<file path="config.mk">
export PLATFORM = sky130hd
export DESIGN_NAME = packet_checksum_check_unit
export DESIGN_NICKNAME = d
export VERILOG_FILES = /design/src/rtl/pcc_pkg.sv /design/src/rtl/packet_checksum_check_unit.sv
export SDC_FILE = /design/constraint.sdc
export NUM_CORES = 1
export LEC_CHECK = 0
export BUFFER_PORTS_ARGS = -buffer_cell sky130_fd_sc_hd__buf_2
export CAP_MARGIN = 20
export CORE_UTILIZATION = 54
export DETAILED_ROUTE_END_ITERATION = 8
export GPL_ROUTABILITY_DRIVEN = 0
export PLACE_DENSITY_LB_ADDON = 0.08
export REMOVE_ABC_BUFFERS = 1
export SYNTH_ARGS = -nofsm -noshare
export SYNTH_HDL_FRONTEND = slang
export SYNTH_SLANG_ARGS = --single-unit
</file>
<file path="constraint.sdc">
create_clock -name clk_i -period 5.9 [get_ports clk_i]
set_input_delay 1.18 -clock clk_i [delete_from_list [all_inputs] [get_ports clk_i]]
set_output_delay 1.18 -clock clk_i [all_outputs]
set_load 0.03 [all_outputs]
</file>
<file path="src/rtl/pcc_pkg.sv">
// Package for the packet checksum check unit: beat types, header layout
// constants and the checksum modulus. No dependencies.
package pcc_pkg;

  localparam int unsigned WordW   = 32;
  localparam int unsigned CountW  = 13;
  localparam int unsigned LenW    = 14;
  localparam int unsigned CkW     = 23;
  localparam int unsigned NibbleW = 4;

  // Checksum modulus, 2^23 - 1; note 2^23 is congruent to 1 under it.
  localparam logic [CkW-1:0] CkModulus = {CkW{1'b1}};

  // Word indices within the 16-byte header.
  localparam logic [CountW-1:0] HdrWord0 = CountW'(0);
  localparam logic [CountW-1:0] HdrWord1 = CountW'(1);
  localparam logic [CountW-1:0] HdrWord2 = CountW'(2);
  localparam logic [CountW-1:0] HdrWord3 = CountW'(3);
  localparam logic [CountW-1:0] CountMax = {CountW{1'b1}};

  // Input beat: one packet word.
  typedef struct packed {
    logic [WordW-1:0] word;
    logic             last_word;
  } pcc_in_t;

  // Output beat: the check result for one packet.
  typedef struct packed {
    logic [CkW-1:0] computed_checksum;
    logic [CkW-1:0] stored_checksum;
    logic           checksum_ok;
  } pcc_out_t;

endpackage

</file>
<file path="src/rtl/packet_checksum_check_unit.sv">
// Packet checksum check unit: header unpacking, running sum and final check.
// Depends on pcc_pkg for the beat types and constants.
//
// Usage:
//   Packet words enter on the input channel (in_valid_i / in_ready_o, payload
//   in_i), one 32-bit big-endian word per beat, last_word set on the final
//   word. The first four words are the header; every header field except the
//   checksum, and the absolute value of each payload word whose byte offset is
//   below the length field, are added into a wrapping 32-bit sum.
//   One result beat per packet leaves on the output channel (out_valid_o /
//   out_ready_i, payload out_o): the sum modulo 2^23 - 1, the stored checksum
//   and a match flag. Words without last_word give no result.
//   Throughput: one word per cycle while the output is not stalled, set by the single accumulate stage.
//   Latency: two register stages. The edge that accepts the last word
//   registers the final sum; the output register then takes that sum folded
//   modulo 2^23 - 1 as soon as the output register is free.
//   Reset clears the word counter, the sum, the header state and both
//   pipeline valid flags; in_ready_o is already high when reset is released.
//   When the receiver stalls, results hold in the output and sum registers;
//   input stops only once both are full.
module packet_checksum_check_unit (
  input  logic               clk_i,
  input  logic               rst_ni,
  input  logic               in_valid_i,
  output logic               in_ready_o,
  input  pcc_pkg::pcc_in_t   in_i,
  output logic               out_valid_o,
  input  logic               out_ready_i,
  output pcc_pkg::pcc_out_t  out_o
);

  import pcc_pkg::*;

  // Accumulation state.
  logic [CountW-1:0]  word_count_q, word_count_d;
  logic [WordW-1:0]   running_sum_q, running_sum_d;
  logic [NibbleW-1:0] carried_nibble_q, carried_nibble_d;
  logic [LenW-1:0]    packet_length_q, packet_length_d;
  logic [CkW-1:0]     header_checksum_q, header_checksum_d;

  // Final sum stage and output stage.
  logic               sum_valid_q;
  logic [WordW-1:0]   final_sum_q;
  logic [CkW-1:0]     final_stored_q;
  logic               out_valid_q;
  pcc_out_t           out_q;

  logic               in_fire;
  logic               sum_ready;
  logic               out_free;
  logic [WordW-1:0]   w;
  logic [WordW-1:0]   abs_word;
  logic [CountW+1:0]  byte_offset;
  logic [CkW:0]       folded;
  logic [CkW-1:0]     reduced;

  // Handshake: each stage takes a new beat when empty or when draining.
  assign out_free   = !out_valid_q || out_ready_i;
  assign sum_ready  = !sum_valid_q || out_free;
  assign in_ready_o = sum_ready;
  assign in_fire    = in_valid_i && in_ready_o;

  assign w           = in_i.word;
  assign abs_word    = w[WordW-1] ? (~w + WordW'(1)) : w;
  assign byte_offset = {word_count_q, 2'b00};

  // Header unpacking and payload accumulation for one word.
  always_comb begin
    running_sum_d     = running_sum_q;
    carried_nibble_d  = carried_nibble_q;
    packet_length_d   = packet_length_q;
    header_checksum_d = header_checksum_q;
    case (word_count_q)
      HdrWord0: begin
        running_sum_d    = running_sum_q + {4'b0, w[31:4]};
        carried_nibble_d = w[3:0];
      end
      HdrWord1: begin
        running_sum_d    = running_sum_q + {4'b0, carried_nibble_q, w[31:8]}
                           + {28'b0, w[7:4]} + {28'b0, w[3:0]};
        carried_nibble_d = '0;
      end
      HdrWord2: begin
        packet_length_d  = w[17:4];
        running_sum_d    = running_sum_q + {18'b0, w[31:18]} + {18'b0, w[17:4]};
        carried_nibble_d = w[3:0];
      end
      HdrWord3: begin
        header_checksum_d = w[30:8];
        running_sum_d     = running_sum_q + {27'b0, carried_nibble_q, w[31]}
                            + {30'b0, w[7:6]} + {26'b0, w[5:0]};
        carried_nibble_d  = '0;
      end
      default: begin
        if (byte_offset < {1'b0, packet_length_q}) begin
          running_sum_d = running_sum_q + abs_word;
        end
      end
    endcase
    if (word_count_q != CountMax) begin
      word_count_d = word_count_q + CountW'(1);
    end else begin
      word_count_d = word_count_q;
    end
  end

  // Accumulation state, cleared after every last word.
  always_ff @(posedge clk_i or negedge rst_ni) begin
    if (!rst_ni) begin
      word_count_q      <= '0;
      running_sum_q     <= '0;
      carried_nibble_q  <= '0;
      packet_length_q   <= '0;
      header_checksum_q <= '0;
    end else if (in_fire) begin
      if (in_i.last_word) begin
        word_count_q      <= '0;
        running_sum_q     <= '0;
        carried_nibble_q  <= '0;
        packet_length_q   <= '0;
        header_checksum_q <= '0;
      end else begin
        word_count_q      <= word_count_d;
        running_sum_q     <= running_sum_d;
        carried_nibble_q  <= carried_nibble_d;
        packet_length_q   <= packet_length_d;
        header_checksum_q <= header_checksum_d;
      end
    end
  end

  // Final sum register, loaded by the last word of a packet.
  always_ff @(posedge clk_i or negedge rst_ni) begin
    if (!rst_ni) begin
      sum_valid_q <= 1'b0;
    end else if (sum_ready) begin
      sum_valid_q <= in_fire && in_i.last_word;
    end
  end

  always_ff @(posedge clk_i) begin
    if (sum_ready && in_fire && in_i.last_word) begin
      final_sum_q    <= running_sum_d;
      final_stored_q <= header_checksum_d;
    end
  end

  // Fold modulo 2^23 - 1: the top nine bits weigh 1, so add them to the low
  // part; the total stays below twice the modulus, so one subtract finishes.
  assign folded  = {1'b0, final_sum_q[CkW-1:0]} + {{(2*CkW-WordW+1){1'b0}},
                   final_sum_q[WordW-1:CkW]};
  assign reduced = (folded >= {1'b0, CkModulus}) ? CkW'(folded - {1'b0, CkModulus})
                                                 : folded[CkW-1:0];

  // Output register.
  always_ff @(posedge clk_i or negedge rst_ni) begin
    if (!rst_ni) begin
      out_valid_q <= 1'b0;
    end else if (out_free) begin
      out_valid_q <= sum_valid_q;
    end
  end

  always_ff @(posedge clk_i) begin
    if (out_free && sum_valid_q) begin
      out_q.computed_checksum <= reduced;
      out_q.stored_checksum   <= final_stored_q;
      out_q.checksum_ok       <= (reduced == final_stored_q);
    end
  end

  assign out_valid_o = out_valid_q;
  assign out_o       = out_q;

endmodule
</file>
Word-level counts from Yosys, hierarchy flattened --
Cells that the tools add are included.
Word-level totals: register bits after elaboration 190, input port bits 37, output and inout port bits 49, logic and storage cells 65
Operators by class: add/sub/neg operators 14, magnitude comparators 2, equal/unequal tests 5, mux-type cells 13, bitwise gates (word level) 1, reduce and logical (&&, ||, !) cells 18
Operators by type and width (number):
- case mux 32 bit (4 select lines) | 1
- two-way mux 32 bit | 3
- two-way mux 23 bit | 3
- adder 32 x 14 -> 32 bit | 2
- adder 32 x 28 -> 32 bit | 2
- adder 32 x 4 -> 32 bit | 2
- adder 32 x 1 -> 32 bit (second input constant) | 1
- adder 32 x 2 -> 32 bit | 1
- adder 32 bit | 1
- adder 32 x 5 -> 32 bit | 1
- adder 32 x 6 -> 32 bit | 1
- inverter 32 bit | 1
- two-way mux 14 bit | 2
- equality test 13 x 2 -> 1 bit (second input constant) | 2
- two-way mux 13 bit | 2
- adder 23 x 9 -> 24 bit | 1
- >= comparator 24 x 23 -> 1 bit (second input constant) | 1
- equality test 23 bit | 1
- subtractor 23 bit (second input constant) | 1
- < comparator 15 x 14 -> 1 bit | 1
- adder 13 x 1 -> 13 bit (second input constant) | 1
- equality test 13 x 1 -> 1 bit (second input constant) | 1
- zero test 13 bit | 1
- != test 13 bit (second input constant) | 1
- 9 further kinds | 19

Logic depth before layout (Yosys ltp) --
Gate-level depths: netlist of run 1.
word-level depth 7, mapped depth 20, mapped depth without buffers 20

Worst setup path before layout of run 1 --
Ideal clock, no wire load.
path type in2reg, start input in_i[9] (netlist bit), end register running_sum_q[31], setup time 124 ps, arrival 5294 ps, data required time 5776 ps, slack 482 ps, stages 14, path buffers 0, cells stage by stage or4_1 -> or4_1 -> or4_1 -> o41ai_1 -> xnor2_1 -> ha_1 -> or4_1 -> a311oi_1 -> nor3_1 -> o221ai_1 -> a21oi_1 -> nor4_1 -> a211oi_1 -> a211o_1
On the way: longest elaborated chain between the ends 7, elaborated cells on any way between the ends 12, those cells by class add/sub: 7; mux: 4; bitwise: 1
RTL lines:
- start: declaration | RTL line packet_checksum_check_unit.sv:26 | input pcc_pkg::pcc_in_t in_i,
- parallel branches: the longest is 5 deep, another holds adder 32 x 28 -> 32 bit
- case mux 32 bit (4 select lines) * | RTL line packet_checksum_check_unit.sv:73 | case (word_count_q)
- two-way mux 32 bit * | RTL line packet_checksum_check_unit.sv:116 | if (in_i.last_word) begin
- end signal: assignment | RTL line packet_checksum_check_unit.sv:124 | running_sum_q <= running_sum_d;
- end: declaration | RTL line packet_checksum_check_unit.sv:36 | logic [WordW-1:0] running_sum_q, running_sum_d;
Every way passes the cells marked *. A chain may end at the register's enable or synchronous reset.

Final worst setup path of run 1 --
start input in_i[10] (netlist bit), end register final_sum_q[31], data pin
On the way: longest elaborated chain between the ends 6, elaborated cells on any way between the ends 11, those cells by class add/sub: 7; mux: 3; bitwise: 1
RTL lines:
- parallel branches: the longest is 5 deep, another holds adder 32 x 28 -> 32 bit
- case mux 32 bit (4 select lines) * | RTL line packet_checksum_check_unit.sv:73
- via running_sum_d[31] | RTL line packet_checksum_check_unit.sv:36
- end signal: assignment | RTL line packet_checksum_check_unit.sv:143 | final_sum_q <= running_sum_d;
- end: declaration | RTL line packet_checksum_check_unit.sv:43 | logic [WordW-1:0] final_sum_q;
Mark *: on every way through the listed nets, which the timed path passes.

==> results of run 1 <==
[per-stage QoR]
step | hold slack (ns) | util | power [W]
after floorplan | 0.447 | - | 0.00711
after global placement | 0.456 | 0.594 | 0.00924
after global routing | 0.481 | 0.613 | 0.0115
after CTS | 0.472 | 0.612 | 0.0106
final | 0.471 | 0.613 | 0.0108
after detailed placement | 0.460 | 0.595 | 0.00938
[placed cells by master (no fill, tap or decap), types with 12 or more instances in the layout]
cell and count:
or3_1 22, a22o_1 66, nand2_1 221, a2111oi_0 12
and3_1 26, a21o_1 57, a31oi_1 26, nand2b_1 22
o211ai_1 12, nor3_1 54, nor4_1 18, xor2_1 45
a221oi_1 16, o31ai_1 19, nand4_1 25, o221ai_1 13
buf_4 111, edfxtp_1 102, o21ai_0 120, fa_1 33
xnor2_1 112, nor2b_1 12, ha_1 193, nand3_1 54
clkbuf_16 18, nor2_1 139, o21bai_1 19, a21oi_1 136
buf_2 84, inv_1 84, dfrtp_1 88, o22ai_1 15
and2_1 12, o21a_1 24, a211oi_1 23
[sequential cells by signal, indices dropped and copies added (netlist names)]
name and cells:
sum_valid_q 1, final_stored_q 23, out_valid_o 1, running_sum_q 32, out_o 47, carried_nibble_q 4, packet_length_q 14, final_sum_q 32
word_count_q 13, header_checksum_q 23
[worst reg2reg max path: stages, from the launching register on]
cell,delay (ns)
edfxtp_1,0.40
ha_1,0.28
fa_1,0.45
a211o_1,0.37
a2111oi_0,0.48
or3_1,0.29
nand4_2,0.16
or4b_4,0.54
nor4_4,0.43
a21o_1,0.47
o2bb2ai_1,0.16
a211oi_2,0.26
nand4_1,0.19
a2111oi_2,0.36
[report_power, final]
part / internal, W / leakage (nW) / switching (W)
clock: 0.000632 / 0.287 / 0.000552
combinational: 0.00294 / 6.55 / 0.00444
sequential: 0.00177 / 2.15 / 0.000465
total: 0.00535 / 8.98 / 0.00546
[worst min-delay path by stage]
stage / startpoint / end / slack (ns) / cells after the start
after floorplan: final_stored_q[0] / out_o[1] / 0.45 / 0
after global placement: sum_valid_q / out_valid_o / 0.46 / 1
after detailed placement: final_stored_q[9] / out_o[10] / 0.46 / 0
after CTS: final_stored_q[9] / out_o[10] / 0.47 / 0
after global routing: final_stored_q[9] / out_o[10] / 0.48 / 0
final: final_stored_q[9] / out_o[10] / 0.47 / 0
[final cells by class]
type                            instances  area share
Inverter                               85      0.0155
Multi-Input combinational cell       1730       0.610
Clock inverter                         11     0.00609
Clock buffer                           21      0.0229
Timing Repair Buffer                  198      0.0624
Tap cell                              448      0.0273
Sequential cell                       190       0.256
[routing by layer]
layer,track usage,vias up,wire (um)
li1,-,8160,-
met1,0.467,8453,24900
met2,0.560,988,27100
met3,0.0698,201,6430
met4,0.207,0,3740
met5,0,-,0
[logic make-up after synthesis]
family,Yosys count,synth area share
flops,190,0.286
compound gates,667,0.251
fa+ha+maj,226,0.167
buf+inv,157,0.0328
simple gates,664,0.176
mux,12,0.00674
xor+xnor,161,0.0797
[what timing repair did]
item                       CTS  global route
setup endpoints to repair    0             1
gates resized for setup      0             1
hold buffers                 0             0
buffers inserted             0             0
==> metrics.txt, run 1 <==
# TYPE chip_impl_metric gauge
chip_impl_info{name="worstPathCellList",value="buf_2, buf_4, or4_1, or4_1, or4_1, buf_4, o21ai_0, xnor2_1, ha_1, nand2_1, nor2_1, a311oi_1, buf_4, nor3_1, o221ai_1, a21oi_1, buf_4, nor4_1, a311oi_1, nand2_1"} 1
chip_impl_metric{name="average_wire_per_cell_in_the_routed_design",unit="um"} 23.2
chip_impl_metric{name="postPlaceCellArea",unit="um^2"} 19900
chip_impl_info{name="r2r-start",value="final_sum_q[0]"} 1
chip_impl_metric{name="grt_max_degree",unit=""} 61
chip_impl_metric{name="grt_first_pass_wirelength",unit="mm"} 96.8
chip_impl_metric{name="drive_above_1_share",unit=""} 0.120
chip_impl_metric{name="finalClockSkew",unit="ns"} 0.0162
chip_impl_info{name="critical_path.endpoint",value="final_sum_q[31]"} 1
chip_impl_metric{name="max_freq",unit="GHz"} 0.177
chip_impl_metric{name="final_net_count",unit=""} 2485
chip_impl_metric{name="port_buffers",unit=""} 85
chip_impl_metric{name="slew_violations",unit=""} 0
chip_impl_metric{name="area.sequential",unit="um^2"} 5270
chip_impl_metric{name="initial_antenna_violation_count",unit=""} 1
chip_impl_metric{name="max_cap_violations",unit=""} 0
chip_impl_info{name="yosys.cell_count.top_type",value="nand2_1"} 1
chip_impl_metric{name="starting_density_of_the_core",unit=""} 0.548
chip_impl_metric{name="clock_sink_count",unit=""} 190
chip_impl_info{name="cts_tree",value="done"} 1
chip_impl_metric{name="ys_types",unit=""} 89
chip_impl_metric{name="seq_cells_post_synth",unit=""} 190
chip_impl_metric{name="grt_pass1_vias",unit=""} 17200
chip_impl_metric{name="cts-root-to-sink-buffers",unit=""} 2
chip_impl_metric{name="rrSetupSlack",unit="ns"} 0.88
chip_impl_metric{name="critical_path_buf_inv_count",unit=""} 5
chip_impl_metric{name="cp_num_cells",unit=""} 20
chip_impl_info{name="worst_path_most_repeated_cell",value="buf_4"} 1
chip_impl_info{name="endpoint_kind",value="register"} 1
chip_impl_metric{name="drt-pass1-iter-count",unit=""} 9
chip_impl_metric{name="first_iter_violations",unit=""} 1870
chip_impl_metric{name="total_placed_cells_including_tap_cells",unit=""} 2649
chip_impl_metric{name="post-place-ws",unit="ns"} -0.191
chip_impl_metric{name="totalNegativeSetupSlack",unit="ns"} 0
chip_impl_metric{name="cts-buffers-inserted",unit=""} 17
chip_impl_info{name="buffer_type_at_the_clock_tree_root",value="clkbuf_16"} 1
chip_impl_info{name="worst_r2r_endpoint",value="out_o[0]"} 1
chip_impl_metric{name="width_of_the_die",unit="um"} 187
chip_impl_info{name="timing.hold.worst.class",value="reg2reg"} 1
chip_impl_info{name="status",value="complete, no violations"} 1
chip_impl_metric{name="gr-total-overflow",unit=""} 0
chip_impl_info{name="worst-setup-path-type",value="in2reg"} 1
chip_impl_metric{name="path_clk_slew",unit="ns"} 0.07
chip_impl_metric{name="synth_async_sr_flop_share",unit=""} 0.463
chip_impl_metric{name="htree_levels",unit=""} 4
chip_impl_metric{name="finish.cell_count_without_fillers",unit=""} 2683
chip_impl_metric{name="final_cell_area",unit="um^2"} 20600
chip_impl_metric{name="num_io_pins",unit=""} 86
chip_impl_metric{name="fin_ws",unit="ns"} 0.259
chip_impl_metric{name="yosys.area.top_type_share",unit=""} 0.167
chip_impl_info{name="postSynth.topFlopCell",value="edfxtp_1"} 1
chip_impl_metric{name="critPathMaxFanout",unit=""} 6
chip_impl_metric{name="die_area",unit="um^2"} 34800
chip_impl_metric{name="insertion_delay",unit="ns"} 0.45
chip_impl_metric{name="core_area",unit="um^2"} 33500
chip_impl_metric{name="die_y",unit="um"} 187
chip_impl_metric{name="synth_area_per_cell",unit="um^2"} 8.85
chip_impl_metric{name="cp_slowest_stage_delay",unit="ns"} 0.57
chip_impl_info{name="rsz0062_at_grt",value="false"} 1
chip_impl_metric{name="worstMarginPinSlew",unit="ns"} 1.21
chip_impl_info{name="worst_path_slowest_cell",value="or4_1"} 1
chip_impl_metric{name="fp-row-count",unit=""} 67
chip_impl_metric{name="antenna_left",unit=""} 0
chip_impl_metric{name="post_synthesis_instance_area",unit="um^2"} 18400
chip_impl_metric{name="timing.max_slew.rel_slack",unit=""} 0.181
chip_impl_metric{name="cp.required",unit="ns"} 6.10
chip_impl_info{name="synth_commonest_cells",value="nand2_1 (222), ha_1 (193), nor2_1 (140), a21oi_1 (137), o21ai_0 (122)"} 1
chip_impl_metric{name="nFillCells",unit=""} 2964
chip_impl_metric{name="ir_drop",unit="uV"} 274
chip_impl_metric{name="seq_area_frac_synth",unit=""} 0.286
chip_impl_metric{name="synth_cells",unit=""} 2077
chip_impl_metric{name="synth_edf_count",unit=""} 102
chip_impl_metric{name="area_delta_synth_final",unit="%"} 11.8
chip_impl_metric{name="grt_use_total",unit=""} 0.359
chip_impl_metric{name="per_cell_via_count_in_the_routed_design",unit=""} 6.64
chip_impl_metric{name="antenna_cells",unit=""} 0
chip_impl_metric{name="ff2ff_path_depth",unit=""} 13
chip_impl_metric{name="ys.warnings.count",unit=""} 0
chip_impl_metric{name="num_vias",unit=""} 17800
chip_impl_metric{name="multi_input_area",unit="um^2"} 12500
chip_impl_metric{name="p_leak",unit="nW"} 8.98
chip_impl_info{name="cp-start-kind",value="primary input"} 1
chip_impl_info{name="startpoint",value="in_i[10]"} 1
chip_impl_metric{name="finalHoldViolations",unit=""} 0
chip_impl_metric{name="worst_ep_arrival_time",unit="ns"} 5.84
chip_impl_metric{name="dp_hpwl",unit="mm"} 47.7
chip_impl_metric{name="remaining_drc_errors",unit=""} 0
chip_impl_metric{name="routed_wirelength",unit="mm"} 62.1
chip_impl_info{name="critPathTopFamily",value="simple AND/OR/NAND/NOR gates"} 1
chip_impl_metric{name="timing.final.crit_period",unit="ns"} 5.64
chip_impl_metric{name="final.period_utilization",unit=""} 0.956
chip_impl_metric{name="number_of_endpoints_failing_setup_at_the_final_stage",unit=""} 0
chip_impl_info{name="yosys-top-cells-area",value="edfxtp_1 (17%), ha_1 (13%), dfrtp_1 (12%)"} 1
chip_impl_info{name="yosys.area.top_type",value="edfxtp_1"} 1
chip_impl_metric{name="power_density",unit="nW/um^2"} 526
No activity file was read; power rests on OpenSTA's default activity.
==> inputs of run 2 (changes only) <==
--- a/config.mk
+++ b/config.mk
@@ -7,7 +7,8 @@
 export LEC_CHECK = 0
 export BUFFER_PORTS_ARGS = -buffer_cell sky130_fd_sc_hd__buf_2
 export CAP_MARGIN = 20
-export CORE_UTILIZATION = 54
+export CORE_ASPECT_RATIO = 2
+export CORE_UTILIZATION = 64
 export DETAILED_ROUTE_END_ITERATION = 8
 export GPL_ROUTABILITY_DRIVEN = 0
 export PLACE_DENSITY_LB_ADDON = 0.08
==> metrics.txt, run 2 (same netlist as run 1, synthesis figures left out) <==
# TYPE chip_impl_metric gauge
chip_impl_metric{name="grt.met2_usage",unit=""} 0.757
chip_impl_metric{name="worstMarginPinSlew",unit="ns"} 1.24
chip_impl_info{name="timing.hold.worst.class",value="reg2reg"} 1
chip_impl_metric{name="htree_levels",unit=""} 4
chip_impl_info{name="holdPathEnd",value="out_o[11]"} 1
chip_impl_info{name="r2r-start",value="running_sum_q[1]"} 1
chip_impl_info{name="rsz0062_at_grt",value="false"} 1
chip_impl_metric{name="grt_first_pass_wirelength",unit="mm"} 107
chip_impl_metric{name="path_clk_slew",unit="ns"} 0.08
chip_impl_metric{name="cts_resized",unit=""} 0
chip_impl_metric{name="drive_above_1_share",unit=""} 0.110
chip_impl_metric{name="cts-buffers-inserted",unit=""} 17
chip_impl_metric{name="multi_input_area",unit="um^2"} 12500
chip_impl_metric{name="gr-usage-met1",unit=""} 0.488
chip_impl_metric{name="number_of_endpoints_failing_setup_at_the_final_stage",unit=""} 0
chip_impl_metric{name="cts-root-to-sink-buffers",unit=""} 2
chip_impl_metric{name="per_cell_via_count_in_the_routed_design",unit=""} 7.25
chip_impl_info{name="cts_tree",value="done"} 1
chip_impl_metric{name="routed_wirelength",unit="mm"} 67.5
chip_impl_metric{name="die_y",unit="um"} 242
chip_impl_metric{name="gr-total-overflow",unit=""} 0
chip_impl_metric{name="initial_antenna_violation_count",unit=""} 2
chip_impl_metric{name="largest_register_ffs",unit=""} 47
chip_impl_metric{name="postCtsHoldBufs",unit=""} 0
chip_impl_metric{name="final.period_utilization",unit=""} 0.941
chip_impl_metric{name="max_freq",unit="GHz"} 0.180
chip_impl_metric{name="drt-pass1-iter-count",unit=""} 7
chip_impl_info{name="grt.busiest_layer",value="met2"} 1
chip_impl_metric{name="p_total",unit="W"} 0.0110
chip_impl_metric{name="grt_max_degree",unit=""} 54
chip_impl_metric{name="remaining_drc_errors",unit=""} 0
chip_impl_metric{name="post_cts_buffers",unit=""} 0
chip_impl_metric{name="rrSetupSlack",unit="ns"} 0.69
chip_impl_metric{name="width_of_the_die",unit="um"} 122
chip_impl_metric{name="area_delta_synth_final",unit="%"} 10.0
chip_impl_metric{name="antenna_left",unit=""} 0
chip_impl_metric{name="critPathMaxFanout",unit=""} 4
chip_impl_metric{name="dp_hpwl",unit="mm"} 50.4
chip_impl_info{name="buffer_type_at_the_clock_tree_root",value="clkbuf_16"} 1
chip_impl_metric{name="grt_util_met3",unit=""} 0.174
chip_impl_metric{name="finalClockSkew",unit="ns"} 0.0130
chip_impl_metric{name="insertion_delay",unit="ns"} 0.46
chip_impl_metric{name="switching_power_share_of_the_total",unit=""} 0.520
chip_impl_info{name="startpoint",value="in_i[2]"} 1
chip_impl_metric{name="final.hold.worst_slack",unit="ns"} 0.508
chip_impl_metric{name="power_density",unit="nW/um^2"} 544
chip_impl_metric{name="num_io_pins",unit=""} 86
chip_impl_metric{name="starting_density_of_the_core",unit=""} 0.652
chip_impl_metric{name="pwr-share-comb",unit=""} 0.679
chip_impl_metric{name="p_leak",unit="nW"} 8.85
chip_impl_info{name="cp-start-kind",value="primary input"} 1
chip_impl_metric{name="timing.max_slew.rel_slack",unit=""} 0.164
chip_impl_info{name="status",value="complete, no violations"} 1
chip_impl_metric{name="average_wire_per_cell_in_the_routed_design",unit="um"} 26.3
chip_impl_metric{name="finalHoldViolations",unit=""} 0
chip_impl_metric{name="seq_power_share",unit=""} 0.210
chip_impl_metric{name="die_area",unit="um^2"} 29400
chip_impl_metric{name="postPlaceCellArea",unit="um^2"} 19600
chip_impl_metric{name="final_net_count",unit=""} 2456
chip_impl_info{name="final_cell_mix",value="nand2_1 (221), ha_1 (193), nor2_1 (139)"} 1
chip_impl_metric{name="num_vias",unit=""} 18600
chip_impl_info{name="worst_r2r_endpoint",value="running_sum_q[26]"} 1
chip_impl_metric{name="share_clk_of_total_power",unit=""} 0.110
chip_impl_metric{name="clock_sink_count",unit=""} 190
chip_impl_metric{name="port_buffers",unit=""} 85
chip_impl_metric{name="ff2ff_path_depth",unit=""} 17
chip_impl_metric{name="ir_drop",unit="uV"} 347
chip_impl_metric{name="slew_violations",unit=""} 0
chip_impl_metric{name="max_cap_violations",unit=""} 0
chip_impl_metric{name="final_cell_area",unit="um^2"} 20200
chip_impl_info{name="final_common_cell",value="nand2_1"} 1
chip_impl_metric{name="power_switching",unit="W"} 0.00573
chip_impl_metric{name="internal_power",unit="W"} 0.00528
chip_impl_metric{name="finalCoreUtilization",unit=""} 0.717
chip_impl_info{name="worst-setup-path-type",value="in2reg"} 1
chip_impl_metric{name="fp-row-count",unit=""} 87
chip_impl_metric{name="cp.required",unit="ns"} 6.26
chip_impl_metric{name="core_area",unit="um^2"} 28200
chip_impl_info{name="endpoint_kind",value="register"} 1
chip_impl_metric{name="worst_ep_arrival_time",unit="ns"} 5.91
chip_impl_info{name="worst_hold_startpoint",value="final_stored_q[10]"} 1
chip_impl_metric{name="first_iter_violations",unit=""} 2007
chip_impl_metric{name="area.sequential",unit="um^2"} 5270
chip_impl_metric{name="grt_pass1_vias",unit=""} 18800
chip_impl_metric{name="grt_use_total",unit=""} 0.487
chip_impl_metric{name="timing.final.crit_period",unit="ns"} 5.55
chip_impl_metric{name="nFillCells",unit=""} 2239
chip_impl_metric{name="hold_depth",unit=""} 0
==> run 2: changes by cell type in the layout (fill, tap and decap cells not counted), sizes merged <==
| cell | previous run | this run |
|---|---|---|
| diode | 0 | 1 |
| clkinv | 3 | 0 |
| clkbuf | 22 | 19 |
| inv | 90 | 95 |
| buf | 197 | 169 |
==> run 2: critical path: stages <==
cell	delay [ns]
buf_2	0.13
inv_1	0.08
buf_4	0.15
fa_1	0.57
fa_1	0.43
inv_1	0.07
ha_1	0.19
a21o_1	0.12
a21oi_1	0.09
o21bai_1	0.20
a21boi_0	0.20
buf_4	0.22
nor4_1	1.04
nor2_1	0.07
o31ai_1	0.27
a21oi_1	0.12
a2111oi_0	0.35
o21ai_0	0.20
a22o_1	0.23
==> run 2: routing by layer <==
layer | wire [um] | part of all wire | up-vias
met4 | 8720 | 0.13 | 0
met1 | 20700 | 0.31 | 8577
met3 | 6730 | 0.10 | 584
met2 | 31300 | 0.46 | 1351
li1 | - | - | 8069
met5 | 0 | 0 | -
==> run 2: power groups by stage <==
stage	clock, W	sequential [W]	combinational, W
floorplan	0	0.00216	0.00495
global placement	0	0.00229	0.00692
detailed placement	0	0.00229	0.00709
CTS	0.00120	0.00227	0.00715
global route	0.00126	0.00233	0.00808
finish	0.00121	0.00232	0.00748
==> run 2: worst max-delay path by stage <==
stage,to,slack (ns),depth (start not counted)
final,running_sum_q[26],0.35,19
after global routing,running_sum_q[31],0.14,21
after CTS,final_sum_q[31],0.42,21
after detailed placement,final_sum_q[31],-0.03,21
after global placement,final_sum_q[31],0.04,21
after floorplan,running_sum_q[31],0.47,14
==> run 2: per-stage QoR <==
step	setup slack, ns	setup TNS (ns)	cells
6_report	0.346	0	2563
5_1_grt	0.140	0	2563
4_1_cts	0.421	0	2560
3_5_place_dp	-0.0261	-0.0261	2528
3_3_place_gp	0.0357	0	2528
2_1_floorplan	0.471	0	2005
==> run 2: final cells by class <==
cell class                 instances  share of cell area
antenna                            1            0.000124
clock buffer                      19              0.0225
clock inverter                    13             0.00680
inverter                          85              0.0158
multi-input combinational       1730               0.620
sequential                       190               0.260
tap                              356              0.0220
timing repair buffer             169              0.0529
